File: src/conv2d_valid_window_assert.svh
// Assertion macros for the conv2d_valid_window block.
// Used by the top level; expects clk and arst_n in scope.
`ifndef CONV2D_VALID_WINDOW_ASSERT_SVH
`define CONV2D_VALID_WINDOW_ASSERT_SVH

// same-cycle implication
`define CV2D_ASSERT_SAME(lbl, ante, cons, msg) \
	lbl: assert property (@(posedge clk) disable iff (!arst_n) (ante) |-> (cons)) \
		else $error(msg);

// next-cycle implication
`define CV2D_ASSERT_NEXT(lbl, ante, cons, msg) \
	lbl: assert property (@(posedge clk) disable iff (!arst_n) (ante) |=> (cons)) \
		else $error(msg);

`endif

File: src/cv2d_pkg.sv
// Shared types and constants for the conv2d_valid_window block.
// No dependencies.
package cv2d_pkg;

	// output size limit
	localparam int OUT_LIMIT = 1024;

	// item opcodes
	localparam logic ACT_COEF  = 1'b0;
	localparam logic ACT_PIXEL = 1'b1;

	// configuration register indexes
	localparam logic [1:0] REG_IN_WIDTH     = 2'd0;
	localparam logic [1:0] REG_OUT_WIDTH    = 2'd1;
	localparam logic [1:0] REG_OUT_HEIGHT   = 2'd2;
	localparam logic [1:0] REG_FILTER_WIDTH = 2'd3;

	// configuration reset values
	localparam logic [10:0] RST_IN_WIDTH     = 11'd1024;
	localparam logic [10:0] RST_OUT_WIDTH    = 11'd1017;
	localparam logic [10:0] RST_OUT_HEIGHT   = 11'd1017;
	localparam logic [5:0]  RST_FILTER_WIDTH = 6'd8;

	// controller to datapath commands
	typedef struct packed {
		logic accept;   // latch the input beat
		logic kwrite;   // write the latched coefficient
		logic pix;      // write pixel, step counters, set up window
		logic issue;    // issue one tap read
		logic out_load; // move the sum into the output register
	} cv2d_cmd_t;

	// datapath to controller status
	typedef struct packed {
		logic emit;      // current pixel completes a window
		logic tap_last;  // the tap being issued is the last one
		logic pipe_busy; // reads or products still in flight
		logic out_free;  // output register can take a result
	} cv2d_sts_t;

endpackage

File: src/cv2d_ctrl.sv
// Sequencer for the conv2d_valid_window block.
// Depends on cv2d_pkg (command and status structs, opcodes).
module cv2d_ctrl import cv2d_pkg::*; (
	input  logic       clk,
	input  logic       arst_n,
	input  logic       in_valid,
	input  logic       action,
	output logic       in_ready,
	input  cv2d_sts_t  sts,
	output cv2d_cmd_t  cmd
);

	localparam logic [2:0] S_IDLE  = 3'd0;
	localparam logic [2:0] S_KWR   = 3'd1;
	localparam logic [2:0] S_PIX   = 3'd2;
	localparam logic [2:0] S_MAC   = 3'd3;
	localparam logic [2:0] S_DRAIN = 3'd4;

	logic [2:0] state_q;
	logic [2:0] state_d;

	assign in_ready = (state_q == S_IDLE);

	// next state and commands
	always_comb begin
		state_d = state_q;
		cmd = '0;
		case (state_q)
			S_IDLE: begin
				cmd.accept = in_valid;
				if (in_valid) begin
					state_d = (action == ACT_COEF) ? S_KWR : S_PIX;
				end
			end
			S_KWR: begin
				cmd.kwrite = 1'b1;
				state_d = S_IDLE;
			end
			S_PIX: begin
				cmd.pix = 1'b1;
				state_d = sts.emit ? S_MAC : S_IDLE;
			end
			S_MAC: begin
				cmd.issue = 1'b1;
				if (sts.tap_last) begin
					state_d = S_DRAIN;
				end
			end
			S_DRAIN: begin
				// wait for the last product to land and the output to free up
				if (!sts.pipe_busy && sts.out_free) begin
					cmd.out_load = 1'b1;
					state_d = S_IDLE;
				end
			end
			default: begin
				state_d = S_IDLE;
			end
		endcase
	end

	always_ff @(posedge clk or negedge arst_n) begin
		if (!arst_n) begin
			state_q <= S_IDLE;
		end else begin
			state_q <= state_d;
		end
	end

endmodule

File: config.mk
export PLATFORM = sky130hd
export DESIGN_NAME = cv2d_ctrl
export DESIGN_NICKNAME = d
export VERILOG_FILES = /design/src/conv2d_valid_window_assert.svh /design/src/cv2d_pkg.sv /design/src/cv2d_ctrl.sv
export SDC_FILE = /design/constraint.sdc
export NUM_CORES = 1
export LEC_CHECK = 0
export ABC_CLOCK_PERIOD_IN_PS = 1400
export BUFFER_PORTS_ARGS = -buffer_cell sky130_fd_sc_hd__buf_2
export CAP_MARGIN = 15
export CORE_AREA = 4 4 41 43
export DETAILED_ROUTE_END_ITERATION = 6
export DIE_AREA = 0 0 45 47
export HOLD_SLACK_MARGIN = 0.06
export RECOVER_POWER = 100
export SETUP_SLACK_MARGIN = 0.3
export SYNTH_ARGS = -nofsm -noshare
export SYNTH_HDL_FRONTEND = slang
export SYNTH_SLANG_ARGS = --single-unit
export TNS_END_PERCENT = 100
File: constraint.sdc
create_clock -name clk -period 1.4 [get_ports clk]
set_clock_uncertainty 0.15 [all_clocks]
set_input_delay 0.28 -clock clk [delete_from_list [all_inputs] [get_ports clk]]
set_output_delay 0.28 -clock clk [all_outputs]
set_load 0.01 [all_outputs]
# Word-level counts from Yosys, hierarchy flattened
# Index checks and enable logic that the tools add are counted.
[totals] register_bits=3 latchBits=0 ramBits=0 mem_bits_ro=0 input_bits=8 elab_cells=24 mem_count=0
[op_classes] add_sub_neg=0 n_mul=0 div=0 n_lt_le_gt_ge=0 eq_ne=7 shift=0 muxes=12 bitwise=0 n_reduce_logical=4
[op_table] operator="$pmux W3 S4" count=1
[op_table] operator="$mux W3" count=3
[op_table] operator="$eq A3 B2 Y1 const B" count=2
[op_table] operator="$mux W1" count=6
[op_table] operator="$ne A2 B2 Y1 const B" count=3
[op_table] operator="$mux W2" count=2
[op_table] operator="$eq A3 B1 Y1 const B" count=1
[op_table] operator="$eq A3 B3 Y1 const B" count=1
[op_table] operator="$logic_not A3 Y1" count=1
[op_table] operator="$reduce_and A3 Y1" count=1
[op_table] operator="$logic_and A1 B1 Y1" count=1
[op_table] operator="$logic_not A1 Y1" count=1

# Logic depth before layout (Yosys ltp)
# Gate-level depths: netlist (run 1).
[logic_depth] depth_word=4 ltp_mapped=2

# Worst setup path after synthesis (run 1)
# No wires, ideal clock.
[synth_timing] path_type="register to output" from="register state_q[2]" to="output port cmd[4] in the netlist's numbering" arrival_ps=1029 t_required_ps=970 slack_ps=-59 path_stages_with_launch=3 path_cell_list="dfrtp_1 -> or4b_4 -> inv_1"
[synth_rtl] element="start: declaration" line="cv2d_ctrl.sv:19" text="logic [2:0] state_q;"
[synth_rtl] element="start signal: assignment" line="cv2d_ctrl.sv:66" text="state_q <= state_d;"
[synth_rtl] element="end: declaration" line="cv2d_ctrl.sv:10" text="output cv2d_cmd_t cmd"

==> results by group, run 1 <==
Clocking
  – Clock Latency Late Sink: 0.23 ns
  – Clk slew on worst S/H paths: 0.04 ns
  – CTS buffer count: 3
  – CTS H-tree lvls: 1
  – CTS root buffer: clkbuf_4
  – Sink Count: 3
  – CTS max path bufs: 2
  – CTS tree: yes

GRT
  – Number of global-route vias before repair: 236
  – Global route overflow: 0
  – GRT Overall Usage: 0.06566
  – Largest net degree at the start of global routing: 5
  – Initial antenna violation count: 0
  – Global-route wire length before repair: 952 um

Yosys
  – Yosys top cell area share: 0.4110
  – Seq/Total Area, Yosys: 0.4110
  – YS warnings: 0
  – Synth top area cells: dfrtp_1 41%, o32ai_1 9.6%, or4b_4 7.5%
  – Synth Cell Area: 182.7 um^2
  – Mapped Nets: 29
  – Async S/R FF share, synth: 1.000
  – Post-synth top cells: 3 x dfrtp_1, 3 x inv_1, 3 x nor2_1
  – Flops & latches, synth: 3
  – Cells after Synth: 21
  – Syn Area/Cell: 8.699 um^2
  – Post-synthesis cell type count: 12
  – Post-synth EDFFs: 0
  – Top_reg_cell synth: dfrtp_1
  – Synth area leader: dfrtp_1

Route
  – Detail Route Antenna Nets: 0
  – Via Count: 246
  – Post-route DRC: 0
  – Average wire per standard cell: 9.597 um
  – Via density: 3.968
  – Starting DRT DRC Count: 2
  – Drt pass-1 iters: 2
  – Final WL: 595 um

STA
  – Min cycle time layout: 1.752 ns
  – Final setup fails: 8
  – Hold Vio Cnt, Final: 0
  – Slew @ Worst Pin: 0.2087 ns
  – RSZ-0062 raised after global routing: true
  – Slew Limit Fails: 0
  – Period utilisation layout: 1.251
  – Setup ws final: -0.3516 ns
  – Worst slew margin: 0.8604
  – Max Clock Freq: 0.5709 GHz
  – Setup Total Neg Slack: -1.609 ns

Power and ir drop
  – Worst-case vdd ir drop: 0.7973 mV
  – Leakage power: 0.0002148 uW
  – Total power draw: 926.4 uW
  – Pwr dens: 2159 mW/mm^2

Placed design
  – Dpl hpwl: 421.2 um
  – Placer Congestion: 0.7134
  – # port buffers: 13

Min path
  – Worst hold stages: 2
  – Hold Crit Class: in2reg
  – HP Start: action

Setup path
  – Reg2reg path depth: 3
  – CP Data Required Time: 0.97 ns
  – Worst-path fanout max: 3
  – Critical path cell sequence: or4b_4, inv_2, buf_6
  – Critical path's largest stage delay: 0.55 ns
  – Slowest stage cell, crit path: or4b_4
  – Crit. Startpoint: state_q[2]
  – Startpoint Class: flip-flop
  – Worst EP arrival: 1.32 ns
  – RR Startpoint: state_q[2]
  – Critical path class: reg2out
  – Crit. End Element: output pin

Layout
  – Post-layout util: 0.3298
  – Top reg by flops: state_q
  – Share of cells above drive strength 1: 0.7021
  – FILL cells: 144
  – Register area: 75.07 um^2
  – Area Overhead vs Synth: 134.9%
  – Number of flip-flops in the largest register: 3
  – Antenna fix cells: 0
  – Area of the multi-input gates: 142.6 um^2
  – Nets: 56
  – Biggest regs: state_q x3

Floorplanning
  – Die H: 47 um
  – Row count: 13
  – Core Footprint: 0.001301 mm^2
  – Starting Density: 0.1404
  – Total die area: 0.002115 mm^2
  – I/O pin count: 14
  – Die width: 45 um

Run status
  – Failing checks: negative setup slack
  – Status: complete, but fails checks

Run
  – Max Cap Viol: 0
==> worst paths after layout <==
| kind | to | slack [ns] |
|---|---|---|
| worst max-delay path | cmd[4] | -0.35 |
| worst min-delay path | state_q[0] | 0.1 |
| worst max register to register | state_q[1] | -0.06 |
| worst min register to register | state_q[2] | 0.51 |
| max in group asynchronous | state_q[0] | 0.71 |
| min in group asynchronous | state_q[2] | 0.24 |
==> through the flow <==
| step | cells | hold WS (ns) | setup WS, ns | area (um^2) |
|---|---|---|---|---|
| 2_1_floorplan | 21 | -0.1656 | -0.04123 | 190.2 |
| 6_report | 62 | 0.09883 | -0.3516 | 429.2 |
| 5_1_grt | 62 | 0.08639 | -0.4095 | 429.2 |
| 3_3_place_gp | 53 | -0.07377 | -0.1186 | 304.0 |
| 3_5_place_dp | 53 | -0.07291 | -0.1294 | 304.0 |
| 4_1_cts | 61 | 0.08574 | -0.3716 | 401.6 |
==> critical path, delay by kind of cell, from the launching register on <==
kind | cells | cell delay, ns
simple gates | 1 | 0.55
buf+inv | 2 | 0.16
flops | 1 | 0.38
==> layer usage <==
metal | global-route usage | part of all wire | vias up
li1 | - | - | 126
met1 | 0.07763 | 0.43 | 108
met2 | 0.09605 | 0.46 | 12
met3 | 0.02299 | 0.11 | 0
met4 | 0.05263 | 0 | 0
met5 | 0 | 0 | -
==> kinds of logic after synthesis <==
| family | share of synthesized area |
|---|---|
| AOI/OAI and AO/OA | 0.1302 |
| DFF | 0.4109 |
| and+or+nand+nor | 0.3973 |
| buffers and inverters | 0.06164 |
==> cells in the final DEF, fill, tap and decap left out <==
cell / instances
nor3_4: 1
clkbuf_1: 2
inv_2: 1
buf_6: 5
or3b_1: 1
o22ai_1: 1
nand2b_4: 1
and2_1: 1
or4b_4: 1
dfrtp_1: 3
nor2_1: 1
nand2_1: 1
inv_1: 2
nor3_2: 1
nor2_2: 2
dlygate4sd3_1: 1
buf_2: 11
nor2b_1: 1
o32ai_2: 2
clkbuf_4: 3
buf_4: 4
nor2b_2: 1
==> where the power goes <==
group	internal [uW]	switching [uW]	total, uW
Sequential	122	33.3	156
Clock	107	43.1	150
Combinational	354	267	621
Total	583	343	926
==> timing repair <==
item | 4_1_cts | 5_1_grt
hold endpoints to repair | 3 | 0
buffers inserted | 3 | 1
hold buffers | 1 | 0
cloned | 0 | 0
setup endpoints to repair | 9 | 9
gates resized for setup | 8 | 5
pin swaps | 1 | 3
==> cell type report <==
type / count / share of cell area
timing repair buffer: 22 / 0.3615
multi-input combinational: 15 / 0.3324
sequential: 3 / 0.1749
clock buffer: 4 / 0.06122
tap: 15 / 0.04373
inverter: 3 / 0.02624
(Power assumes the default switching activity.)
==> inputs of run 2 (changes only) <==
--- a/config.mk
+++ b/config.mk
@@ -6,11 +6,11 @@
 export NUM_CORES = 1
 export LEC_CHECK = 0
 export ABC_CLOCK_PERIOD_IN_PS = 1400
-export BUFFER_PORTS_ARGS = -buffer_cell sky130_fd_sc_hd__buf_2
 export CAP_MARGIN = 15
 export CORE_AREA = 4 4 41 43
 export DETAILED_ROUTE_END_ITERATION = 6
 export DIE_AREA = 0 0 45 47
+export DONT_BUFFER_PORTS = 1
 export HOLD_SLACK_MARGIN = 0.06
 export RECOVER_POWER = 100
 export SETUP_SLACK_MARGIN = 0.3
==> run 2 against run 1 <==
The flow still finishes with violations (negative setup slack); count of clock-buffer cells in the layout unchanged; clock power about the same; first-iteration DRC count is 100% lower; setup slack improved by 0.078 ns; worst hold slack improved by 0.043 ns; cell count decreased by 13%; combinational power grew 9.5%; die area unchanged.
==> results by group, run 2 (synthesis results as in run 1) <==
STA
  – Hold Vio Cnt, Final: 0 (unchanged)
  – Setup ws final: -0.2735 ns (was -0.3516 ns)
  – Final setup fails: 8 (unchanged)
  – Period utilisation layout: 1.195 (was 1.251)
  – RSZ-0062 raised after global routing: true (unchanged)
  – Slew @ Worst Pin: 0.3856 ns (was 0.2087 ns)
  – Min cycle time layout: 1.674 ns (was 1.752 ns)
  – Slew Limit Fails: 0 (unchanged)
  – Setup Total Neg Slack: -1.217 ns (was -1.609 ns)
  – Worst slew margin: 0.7420 (was 0.8604)
  – Max Clock Freq: 0.5975 GHz (was 0.5709 GHz)

Route
  – Average wire per standard cell: 11.91 um (was 9.597 um)
  – Drt pass-1 iters: 1 (was 2)
  – Post-route DRC: 0 (unchanged)
  – Final WL: 643 um (was 595 um)
  – Via Count: 222 (was 246)
  – Starting DRT DRC Count: 0 (was 2)
  – Via density: 4.111 (was 3.968)
  – Detail Route Antenna Nets: 0 (unchanged)

Run status
  – Failing checks: negative setup slack (unchanged)
  – Status: complete, but fails checks (unchanged)

Layout
  – Design Area, Final: 422.9 um^2 (was 429.2 um^2)
  – Antenna fix cells: 0 (unchanged)
  – Share of cells above drive strength 1: 0.6410 (was 0.7021)
  – Fin cells: 54 (was 62)
  – Register area: 75.07 um^2 (unchanged)
  – Top reg by flops: state_q (unchanged)
  – Commonest non-fill, non-tap cell in the layout: buf_4 (was buf_2)
  – Nets: 48 (was 56)
  – Area Overhead vs Synth: 131.5% (was 134.9%)
  – FILL cells: 141 (was 144)
  – Biggest regs: state_q x3 (unchanged)
  – Commonest non-fill, non-tap cells in the layout: 9 x buf_4, 3 x clkbuf_4, 3 x dlygate4sd3_1, 3 x dfrtp_1 (was 11 x buf_2, 5 x buf_6, 4 x buf_4)
  – Area of the multi-input gates: 168.9 um^2 (was 142.6 um^2)
  – Number of flip-flops in the largest register: 3 (unchanged)

Clocking
  – CTS root buffer: clkbuf_4 (unchanged)
  – Clock Latency Late Sink: 0.23 ns (about the same)
  – CTS max path bufs: 2 (unchanged)
  – Clk slew on worst S/H paths: 0.04 ns (about the same)
  – CTS tree: yes (unchanged)
  – CTS buffer count: 3 (unchanged)
  – Sink Count: 3 (unchanged)
  – CTS H-tree lvls: 1 (unchanged)

Power and ir drop
  – Int Pwr: 597.6 uW (was 583.0 uW)
  – Pwr dens: 2315 mW/mm^2 (was 2159 mW/mm^2)
  – Combinational share of power: 0.694 (was 0.670)
  – Sw Share: 0.3897 (was 0.3706)
  – Leakage power: 0.0001811 uW (was 0.0002148 uW)
  – Clock power share: 0.152 (was 0.162)
  – Seq pwr share: 0.154 (was 0.168)
  – Switching power total: 381.6 uW (was 343.3 uW)
  – Total power draw: 979.2 uW (was 926.4 uW)
  – Worst-case vdd ir drop: 0.8618 mV (was 0.7973 mV)

Placed design
  – Placer Congestion: 0.6773 (was 0.7134)
  – Dpl hpwl: 416.4 um (was 421.2 um)
  – # port buffers: 0 (was 13)
  – Placed Cells: 42 (was 53)
  – Place WS: -0.04139 ns (was -0.1294 ns)
  – DP Area: 254.0 um^2 (was 304.0 um^2)

Setup path
  – R2R setup slack: -0.15 ns (was -0.06 ns)
  – Worst EP arrival: 1.24 ns (was 1.32 ns)
  – Critical path class: reg2out (unchanged)
  – Crit. End Element: output pin (unchanged)
  – Crit. Startpoint: state_q[2] (unchanged)
  – Reg2reg path depth: 4 (was 3)
  – Crit Reg-Reg Endpoint: state_q[1] (unchanged)
  – Startpoint Class: flip-flop (unchanged)
  – RR Startpoint: state_q[2] (unchanged)
  – CP endpoint: cmd[4] (unchanged)
  – CP Data Required Time: 0.97 ns (about the same)
  – Worst-path fanout max: 3 (unchanged)

Run
  – Max Cap Viol: 0 (unchanged)

Floorplanning
  – Core Footprint: 0.001301 mm^2 (unchanged)
  – Total die area: 0.002115 mm^2 (unchanged)
  – Starting Density: 0.1404 (unchanged)
  – Die H: 47 um (unchanged)
  – Row count: 13 (unchanged)
  – I/O pin count: 14 (unchanged)
  – Die width: 45 um (unchanged)

GRT
  – Number of global-route vias before repair: 231 (was 236)
  – Global route overflow: 0 (unchanged)
  – Global-route wire length before repair: 945 um (was 952 um)
  – Largest net degree at the start of global routing: 5 (unchanged)
  – GRT Overall Usage: 0.06730 (was 0.06566)
  – Initial antenna violation count: 0 (unchanged)

Min path
  – Hold Crit Class: in2reg (unchanged)
run 2: timing repair:
action	in CTS	in global routing
hold buffers	3	0
hold endpoints to repair	6	0
resized for setup	11	3
endpoints found under the setup margin	9	9
pin swaps	2	1
buffers inserted	4	1
run 2: worst max-delay path, cell delays in order, from the launching register on:
cell,delay (ns)
dfrtp_1,0.37
or4b_4,0.55
inv_2,0.09
run 2: how the worst min path moves through the flow:
| stage | end | startpoint | depth (start not counted) |
|---|---|---|---|
| floorplan | state_q[0] | arst_n | 0 |
| global placement | state_q[1] | arst_n | 0 |
| detailed placement | state_q[0] | arst_n | 0 |
| CTS | state_q[2] | sts[1] | 2 |
| global route | state_q[2] | sts[1] | 2 |
| finish | state_q[2] | sts[1] | 2 |
run 2: cell type report:
cell class,count,area share
repair buffers,14,0.2840
multi-input cells,15,0.3994
flip-flops and latches,3,0.1775
inverters,3,0.03254
well taps,15,0.04438
clock buffers,4,0.06213
run 2: routing by layer:
layer | up-vias | global-route usage | routed length (um)
met5 | - | 0 | 0
met4 | 0 | 0.07018 | 0
met3 | 0 | 0.03448 | 86
met2 | 12 | 0.09887 | 333
met1 | 101 | 0.06636 | 222
li1 | 109 | - | -
run 2: through the flow:
stage               hold slack, ns  utilization
floorplan                  -0.1656            -
global placement           -0.1655       0.1952
detailed placement         -0.1655       0.1952
CTS                         0.1369       0.2990
global route                0.1389       0.3250
finish                      0.1415       0.3250
run 2: power groups by stage:
stage	combinational [uW]	sequential (uW)	clock (uW)
after floorplan	190	164	0
after global placement	362	153	0
after detailed placement	367	154	0
after CTS	586	151	158
after global routing	721	156	164
final	680	151	149
==> inputs of run 3 (changes only) <==
--- a/config.mk
+++ b/config.mk
@@ -5,7 +5,7 @@
 export SDC_FILE = /design/constraint.sdc
 export NUM_CORES = 1
 export LEC_CHECK = 0
-export ABC_CLOCK_PERIOD_IN_PS = 1400
+export ABC_CLOCK_PERIOD_IN_PS = 1460
 export CAP_MARGIN = 15
 export CORE_AREA = 4 4 41 43
 export DETAILED_ROUTE_END_ITERATION = 6
==> constraint.sdc (replaced) <==
create_clock -name clk -period 1.46 [get_ports clk]
set_clock_uncertainty 0.15 [all_clocks]
set_input_delay 0.292 -clock clk [delete_from_list [all_inputs] [get_ports clk]]
set_output_delay 0.292 -clock clk [all_outputs]
set_load 0.01 [all_outputs]
==> run 3 against run 2 <==
Count of clock-buffer cells in the layout did not move; cell count shrank 7.4%; cell area is 9.2% lower; register-to-register slack better by 0.14 ns; via count is 3.6% lower; critical path type unchanged; the run still ends with negative setup slack left.
==> results by group, run 3 (synthesis results as in run 1) <==
Run
  – Max Cap Viol: 0 (unchanged)

Layout
  – Commonest non-fill, non-tap cells in the layout: 4 x buf_6, 4 x buf_4, 3 x clkbuf_4, 3 x dfrtp_1 (was 9 x buf_4, 3 x clkbuf_4, 3 x dlygate4sd3_1, 3 x dfrtp_1)
  – Nets: 44 (was 48)
  – Biggest regs: state_q x3 (unchanged)
  – Share of cells above drive strength 1: 0.6000 (was 0.6410)
  – Area Overhead vs Synth: 110.3% (was 131.5%)
  – Post-layout util: 0.2952 (was 0.3250)
  – FILL cells: 148 (was 141)
  – Antenna fix cells: 0 (unchanged)
  – Top reg by flops: state_q (unchanged)
  – Number of flip-flops in the largest register: 3 (unchanged)

GRT
  – Largest net degree at the start of global routing: 6 (was 5)
  – Global route overflow: 0 (unchanged)
  – Number of global-route vias before repair: 190 (was 231)
  – GRT Overall Usage: 0.05943 (was 0.06730)
  – Initial antenna violation count: 0 (unchanged)
  – Global-route wire length before repair: 834 um (was 945 um)

Power and ir drop
  – Sw Share: 0.4003 (was 0.3897)
  – Leakage power: 0.0001615 uW (was 0.0001811 uW)
  – Clock power share: 0.172 (was 0.152)
  – Switching power total: 331.5 uW (was 381.6 uW)
  – Worst-case vdd ir drop: 0.9296 mV (was 0.8618 mV)
  – Combinational share of power: 0.650 (was 0.694)
  – Int Pwr: 496.7 uW (was 597.6 uW)
  – Seq pwr share: 0.178 (was 0.154)
  – Pwr dens: 2156 mW/mm^2 (was 2315 mW/mm^2)

STA
  – Setup ws final: -0.2379 ns (was -0.2735 ns)
  – Slew Limit Fails: 0 (unchanged)
  – Slew @ Worst Pin: 0.2210 ns (was 0.3856 ns)
  – Period utilisation layout: 1.163
  – RSZ-0062 raised after global routing: true (unchanged)
  – Max Clock Freq: 0.5889 GHz
  – Min cycle time layout: 1.698 ns
  – Final setup fails: 7 (was 8)
  – Hold Vio Cnt, Final: 0 (unchanged)
  – Worst slew margin: 0.8522 (was 0.7420)

Clocking
  – CTS root buffer: clkbuf_4 (unchanged)
  – CTS buffer count: 3 (unchanged)
  – CTS tree: yes (unchanged)
  – Sink Count: 3 (unchanged)
  – Clock Latency Late Sink: 0.23 ns (about the same)
  – CTS H-tree lvls: 1 (unchanged)
  – CTS max path bufs: 2 (unchanged)
  – Clk slew on worst S/H paths: 0.04 ns (about the same)

Floorplanning
  – Core Footprint: 0.001301 mm^2 (unchanged)
  – Total die area: 0.002115 mm^2 (unchanged)
  – I/O pin count: 14 (unchanged)
  – Row count: 13 (unchanged)
  – Starting Density: 0.1404 (unchanged)
  – Die width: 45 um (unchanged)
  – Die H: 47 um (unchanged)

Setup path
  – CP Data Required Time: 1.02 ns (was 0.97 ns)
  – Crit. End Element: output pin (unchanged)
  – Startpoint Class: flip-flop (unchanged)
  – Critical path class: reg2out (unchanged)
  – Reg2reg path depth: 3 (was 4)
  – Worst-path fanout max: 3 (unchanged)
  – Worst EP arrival: 1.26 ns (was 1.24 ns)

Placed design
  – Place WS: -0.006130 ns (was -0.04139 ns)
  – # port buffers: 0 (unchanged)
  – Placer Congestion: 0.6916 (was 0.6773)

Run status
  – Status: complete, but fails checks (unchanged)
  – Failing checks: negative setup slack (unchanged)

Route
  – Via Count: 214 (was 222)
  – Final WL: 538 um (was 643 um)
  – Via density: 4.280 (was 4.111)
  – Starting DRT DRC Count: 2 (was 0)
  – Drt pass-1 iters: 3 (was 1)
  – Average wire per standard cell: 10.76 um (was 11.91 um)
  – Detail Route Antenna Nets: 0 (unchanged)
  – Post-route DRC: 0 (unchanged)

Min path
  – Worst hold stages: 2 (unchanged)
  – Hold Crit Class: in2reg (unchanged)
## run 3: changes by cell type in the layout (fill, tap and decap cells not counted), moves of 2 or more
cell	before	now
buf_4	9	4
buf_6	2	4
nor3_2	2	0
o32ai_4	2	0
nor3_4	0	2
## run 3: power groups by stage
stage | combinational (uW) | sequential [uW] | clock [uW]
after CTS | 458 | 147 | 147
after global routing | 580 | 151 | 166
after detailed placement | 281 | 149 | 0
after global placement | 279 | 146 | 0
after floorplan | 183 | 157 | 0
final | 539 | 147 | 142
## run 3: repair_timing
item | CTS | global route
setup buffers | 2 | 3
hold endpoints to repair | 5 | 0
pin swaps | 3 | 4
resized for setup | 11 | 3
setup endpoints to repair | 9 | 9
hold buffers | 2 | 0
## run 3: critical path: stages, from the launching register on
cell,delay (ns)
dfrtp_1,0.39
or4b_4,0.56
inv_2,0.09
## run 3: path summary, 6_finish.rpt
check	end	from	slack, ns
max in group asynchronous	state_q[0]	arst_n	0.83
min in group asynchronous	state_q[2]	arst_n	0.17
worst max register to register	state_q[1]	state_q[1]	-0.01
worst min-delay path	state_q[2]	sts[2]	0.08
worst max-delay path	cmd[4]	state_q[1]	-0.24
worst min register to register	state_q[2]	state_q[1]	0.51
## run 3: cell type report
type / count / area [um^2] / area share
clock buffers: 4 / 26.28 / 0.06840
inverters: 3 / 11.26 / 0.02932
multi-input cells: 15 / 157.7 / 0.4104
well taps: 15 / 18.77 / 0.04886
repair buffers: 10 / 95.09 / 0.2476
flip-flops and latches: 3 / 75.07 / 0.1954
## run 3: layer usage
layer	vias up	wire length [um]	track usage
met3	0	74	0.05364
met5	-	0	0
met1	101	251	0.06881
met2	12	212	0.07910
li1	101	-	-
met4	0	0	0.01754
## run 3: through the flow
stage / hold slack, ns / area (um^2) / total power (uW) / std cells / setup TNS (ns)
after global routing: 0.06864 / 384.1 / 896.9 / 50 / -1.100
final: 0.08378 / 384.1 / 828.2 / 50 / -0.7495
after CTS: 0.07974 / 346.6 / 752.8 / 47 / -0.7828
after global placement: -0.1535 / 231.5 / 425.1 / 39 / 0
after floorplan: -0.1536 / 190.2 / 339.7 / 21 / 0
after detailed placement: -0.1535 / 231.5 / 429.9 / 39 / -0.006130
